### config.mk
export PLATFORM = sky130hd
export DESIGN_NAME = ubh_bin_div
export DESIGN_NICKNAME = d
export VERILOG_FILES = /design/src/hdl/ubh_pkg.sv /design/src/hdl/ubh_bin_div.sv
export SDC_FILE = /design/constraint.sdc
export NUM_CORES = 1
export LEC_CHECK = 0
export ABC_AREA = 1
export BUFFER_PORTS_ARGS = -buffer_cell sky130_fd_sc_hd__buf_2
export CAP_MARGIN = 20
export CORE_UTILIZATION = 60
export CTS_CLUSTER_DIAMETER = 100
export DETAILED_ROUTE_END_ITERATION = 16
export GPL_ROUTABILITY_DRIVEN = 0
export PLACE_DENSITY = 0.88
export SETUP_SLACK_MARGIN = 0.3
export SLEW_MARGIN = 30
export SYNTH_ARGS = -nofsm -noshare
export SYNTH_HDL_FRONTEND = slang
export SYNTH_SLANG_ARGS = --single-unit
### constraint.sdc
create_clock -name clk -period 4.5 [get_ports clk]
set_input_delay 1.125 -clock clk [delete_from_list [all_inputs] [get_ports clk]]
set_output_delay 1.125 -clock clk [all_outputs]
set_load 0.01 [all_outputs]
### src/hdl/ubh_pkg.sv
// Shared types and constants of the equal-width histogram engine.
// Field widths, opcodes, register indexes and the divider status record.
// No dependencies.
`default_nettype none

package ubh_pkg;

    localparam int SAMPLE_W    = 32;   // signed Q16.16 sample and range_min
    localparam int WIDTH_W     = 31;   // unsigned Q15.16 bin_width
    localparam int BIN_COUNT_W = 11;   // bin_count register
    localparam int OPCODE_W    = 2;
    localparam int SEL_W       = 10;   // bin_select and bin_index
    localparam int TOTAL_W     = 32;   // bin_total
    localparam int CFG_INDEX_W = 2;
    localparam int CFG_DATA_W  = 32;

    // Quotient bits worth resolving: bins in use never exceed 2^BIN_COUNT_W - 1.
    localparam int QUOT_W = BIN_COUNT_W;

    typedef enum logic [OPCODE_W-1:0] {
        OP_ADD        = 2'd0,
        OP_READ       = 2'd1,
        OP_READ_CLEAR = 2'd2
    } opcode_t;

    localparam logic [CFG_INDEX_W-1:0] CFG_RANGE_MIN = 2'd0;
    localparam logic [CFG_INDEX_W-1:0] CFG_BIN_WIDTH = 2'd1;
    localparam logic [CFG_INDEX_W-1:0] CFG_BIN_COUNT = 2'd2;

    localparam logic [SAMPLE_W-1:0]    RANGE_MIN_RST = 32'sd0;
    localparam logic [WIDTH_W-1:0]     BIN_WIDTH_RST = 31'd65536;
    localparam logic [BIN_COUNT_W-1:0] BIN_COUNT_RST = 11'd1024;

    typedef struct packed {
        logic              done;
        logic              out_of_range;
        logic [QUOT_W-1:0] quotient;
    } div_status_t;

endpackage

`default_nettype wire

### src/hdl/ubh_bin_div.sv
// Radix-2 restoring divider that turns a sample offset into a bin number.
// Depends on ubh_pkg for widths and the div_status_t record.
`default_nettype none

module ubh_bin_div
(
    input  wire logic                           clk,
    input  wire logic                           rst_n,
    input  wire logic                           start,
    input  wire logic                           dividend_neg,
    input  wire logic [ubh_pkg::SAMPLE_W-1:0]   dividend,
    input  wire logic [ubh_pkg::WIDTH_W-1:0]    divisor,
    output ubh_pkg::div_status_t                status
);

    localparam int STEPS   = ubh_pkg::QUOT_W + 1;
    localparam int CNT_W   = $clog2(STEPS);
    localparam int SHIFT_W = ubh_pkg::WIDTH_W + ubh_pkg::QUOT_W;

    logic                          run_reg;
    logic                          done_reg;
    logic                          neg_reg;
    logic [ubh_pkg::SAMPLE_W-1:0]  rem_reg;
    logic [SHIFT_W-1:0]            dsh_reg;
    logic [ubh_pkg::QUOT_W:0]      quot_reg;
    logic [CNT_W-1:0]              step_reg;
    logic                          ge;

    // The first step tests against divisor << QUOT_W: a set bit there means
    // the bin lies past anything bin_count can admit (a zero divisor lands here too).
    assign ge = SHIFT_W'(rem_reg) >= dsh_reg;

    always_ff @(posedge clk or negedge rst_n)
    begin
        if (!rst_n)
        begin
            run_reg  <= 1'b0;
            done_reg <= 1'b0;
        end
        else if (start)
        begin
            run_reg  <= 1'b1;
            done_reg <= 1'b0;
        end
        else if (run_reg)
        begin
            if (step_reg == '0)
            begin
                run_reg  <= 1'b0;
                done_reg <= 1'b1;
            end
        end
        else
        begin
            done_reg <= 1'b0;
        end
    end

    always_ff @(posedge clk)
    begin
        if (start)
        begin
            neg_reg  <= dividend_neg;
            rem_reg  <= dividend;
            dsh_reg  <= {divisor, {ubh_pkg::QUOT_W{1'b0}}};
            quot_reg <= '0;
            step_reg <= CNT_W'(STEPS - 1);
        end
        else if (run_reg)
        begin
            quot_reg <= {quot_reg[ubh_pkg::QUOT_W-1:0], ge};
            if (ge)
            begin
                rem_reg <= rem_reg - dsh_reg[ubh_pkg::SAMPLE_W-1:0];
            end
            dsh_reg  <= dsh_reg >> 1;
            step_reg <= step_reg - CNT_W'(1);
        end
    end

    assign status.done         = done_reg;
    assign status.out_of_range = neg_reg | quot_reg[ubh_pkg::QUOT_W];
    assign status.quotient     = quot_reg[ubh_pkg::QUOT_W-1:0];

endmodule

`default_nettype wire

==> results.py <==
metrics = {
    "status": {
        "outcome": "completed",
    },
    "placed_design": {
        "place_ws_ns": 1.31,
        "io_buffers": 79,
        "dp_hpwl_mm": 10.4,
    },
    "final_layout": {
        "largest_register_ffs": 42,
        "area_delta_synth_final_pct": 10.5,
        "final_nets": 1005,
        "diodes": 0,
        "drive_above_1_share_pct": 15.3,
        "nFillCells": 866,
        "fin_util_pct": 69.0,
    },
    "die": {
        "dieArea_mm2": 0.0106,
        "coreArea_mm2": 0.00982,
        "rows": 36,
        "ios": 80,
        "dieHeight_um": 103,
        "start_util_pct": 62.4,
        "dieWidth_um": 103,
    },
    "timing": {
        "hold_violations": 0,
        "setup_viol": 0,
        "tns_ns": 0,
        "finalCritPeriodShare_pct": 64.6,
        "fin_ws_ns": 1.59,
        "worst_pin_slew_ns": 0.778,
        "slew_viol_final": 0,
        "hold_slack_ns": 0.470,
        "slew_headroom_pct": 48.1,
        "min_period_ns": 2.91,
        "skew_ns": 0.0138,
        "rsz0062_at_grt": "no",
        "fmax_ghz": 0.344,
    },
    "clock_tree": {
        "hold_buffers": 0,
        "cts_buffer_depth": 2,
        "cts-buffers-inserted": 9,
        "root_buffer": "clkbuf_8",
        "cts.clk_slew.worst_paths_ns": 0.10,
        "cts_htree_levels": 3,
        "clk_latency_ns": 0.39,
        "cts_resized": 0,
        "clock_sinks": 93,
        "post_cts_buffers": 0,
        "cts_tree": "built",
    },
    "route": {
        "final_antenna_net_count": 0,
        "vias": 5557,
        "totalWireLength_mm": 13.9,
        "drt_iter0_markers": 363,
        "post_drt_wl_per_cell_um": 13.3,
        "vias_per_cell": 5.33,
        "drc_errors": 0,
        "dr.pass1.iters": 5,
    },
    "logic_synthesis": {
        "yosys.area.top_type_share_pct": 31.3,
        "synth_most_common_cell": "nand2_1",
        "async_flop_share_pct": 2.15,
        "ys_warn_count": 0,
        "synth.area.top_cells": "edfxtp_1 31%, nand2_1 16%, dfxtp_1 8.8%",
        "syn_area_mm2": 0.00613,
        "ys_seq_area_share_pct": 41.0,
        "syn_area_per_cell_um2": 7.32,
        "yosysUniqueCellTypes": 39,
        "synthCells": 837,
        "synth_ff_type": "edfxtp_1",
        "synth_edf_count": 64,
        "synth_area_leader_cell": "edfxtp_1",
        "synth_common_cells": "262 x nand2_1, 132 x inv_1, 64 x edfxtp_1",
        "synth_nets": 938,
        "yosys_register_bits": 93,
    },
    "min_path": {
        "hold-path-cell-count": 2,
        "holdCritPathClass": "reg -> reg",
        "min_to": "quot_reg[11]",
        "hold_start": "quot_reg[11]",
    },
    "power_and_ir_drop": {
        "clockPowerShare_pct": 24.7,
        "ir_drop_mv": 0.199,
        "seqPwrFrac_pct": 42.9,
        "p_leak_uw": 0.00335,
        "pwr-share-comb_pct": 32.4,
        "switchingPower_uw": 862,
        "total_power_uw": 2380,
        "p_sw_share_pct": 36.3,
        "p_per_area_mw_per_mm2": 351,
        "p_int_uw": 1520,
    },
    "setup_path": {
        "crit_arrival_ns": 2.97,
        "reg2reg_depth": 12,
        "crit_fanout": 18,
        "end_kind": "flip-flop",
        "worstPathRequired_ns": 4.56,
        "worstReg2RegEnd": "rem_reg[22]",
        "start_kind": "flip-flop",
        "critPathLaunch": "rem_reg[8]",
        "crit_type": "reg -> reg",
        "timing.rr.start": "rem_reg[8]",
        "r2r_setup_slack_ns": 1.59,
    },
    "global_routing": {
        "grt_max_degree": 42,
        "grt-ovfl-total": 0,
        "grt_use_met1_pct": 36.3,
        "busiest_layer": "met2",
        "grt_pass1_vias": 5085,
        "grt_pass1_wl_mm": 22.8,
        "grt_use_met2_pct": 47.2,
        "use_met3_pct": 3.73,
        "antenna_found_initial": 0,
        "grt_use_total_pct": 28.1,
    },
    "run": {
        "drv_cap": 0,
    },
}
==> worst max-delay path: stages, from the launching register on <==
cell and delay (ns):
edfxtp_1 0.39, ha_1 0.43, nand2_2 0.13, nor2_1 0.16, nand3_1 0.10, nand3_2 0.13
nand2_2 0.08, nand3_2 0.07, nand2_1 0.06, nand2_1 0.07, nand2_1 0.05, nand2_1 0.51
buf_4 0.40
==> worst max path at each step <==
stage / end
floorplan: dsh_reg[11]
global placement: dsh_reg[11]
detailed placement: dsh_reg[11]
CTS: rem_reg[22]
global route: rem_reg[22]
finish: rem_reg[22]
==> metal layers <==
layer,share of wire (%),wire (µm)
met1,45,6180
met5,0,0
met3,5.8,809
met4,3.6,493
met2,46,6400
==> cells by family (layout without fill, tap and decap cells) <==
logic type      count (synthesis)  after routing  share of synthesized area [%]
simple gates                  424            424                           29.7
compound gates                113            113                           10.1
fa+ha+maj                      34             34                           7.06
flops                          93             93                           41.0
buf+inv                       167            239                           11.3
xor+xnor                        6              6                          0.857
==> power by group through the flow <==
stage | clock network, µW | registers, µW | logic (µW)
6_report | 588 | 1020 | 769
5_1_grt | 628 | 1030 | 871
4_1_cts | 594 | 1020 | 756
3_5_place_dp | 0 | 1040 | 747
3_3_place_gp | 0 | 1040 | 727
2_1_floorplan | 0 | 1030 | 569
==> layout make-up <==
type                    count  area (µm²)  area share [%]
multi-input cells         577        2930            43.2
flip-flops and latches     93        2510            37.1
inverters                 138         518            7.64
repair buffers             85         440            6.50
well taps                 133         166            2.46
clock buffers              10         149            2.20
clock inverters             6        62.6           0.923
==> metrics by stage <==
| step | instance area [µm²] | cells |
|---|---|---|
| 2_1_floorplan | 6130 | 837 |
| 3_3_place_gp | 6570 | 1026 |
| 3_5_place_dp | 6570 | 1026 |
| 4_1_cts | 6780 | 1042 |
| 5_1_grt | 6780 | 1042 |
| 6_report | 6780 | 1042 |
==> layout by cell type (no fill, tap or decap), types with 2 or more instances in the layout <==
cell type  Yosys  final
o21ai_0       50     50
dfxtp_1       27     27
o22ai_1       19     19
or2_2          4      4
a22o_1         2      2
a21oi_2        2      2
clkinv_4       0      3
inv_1        132    131
dfrtp_1        2      2
nand3_1       53     53
nand2_2       12     12
buf_4         12      6
ha_1          33     33
nand2_1      262    262
nor4_1         3      3
clkinv_1       1      2
a21oi_1       29     29
xnor2_1        5      5
inv_2          5      5
buf_2          3     79
nor2_2         7      7
edfxtp_1      64     64
o21bai_1       4      4
or2_1          3      3
o21ai_1        4      4
nand3b_1       2      2
nor3_2         2      2
nand4_1        7      7
nor2_1        54     54
nand3_2        6      6
clkbuf_8       0      9
nor3_1         7      7
No activity file was read; power rests on OpenSTA's default activity.
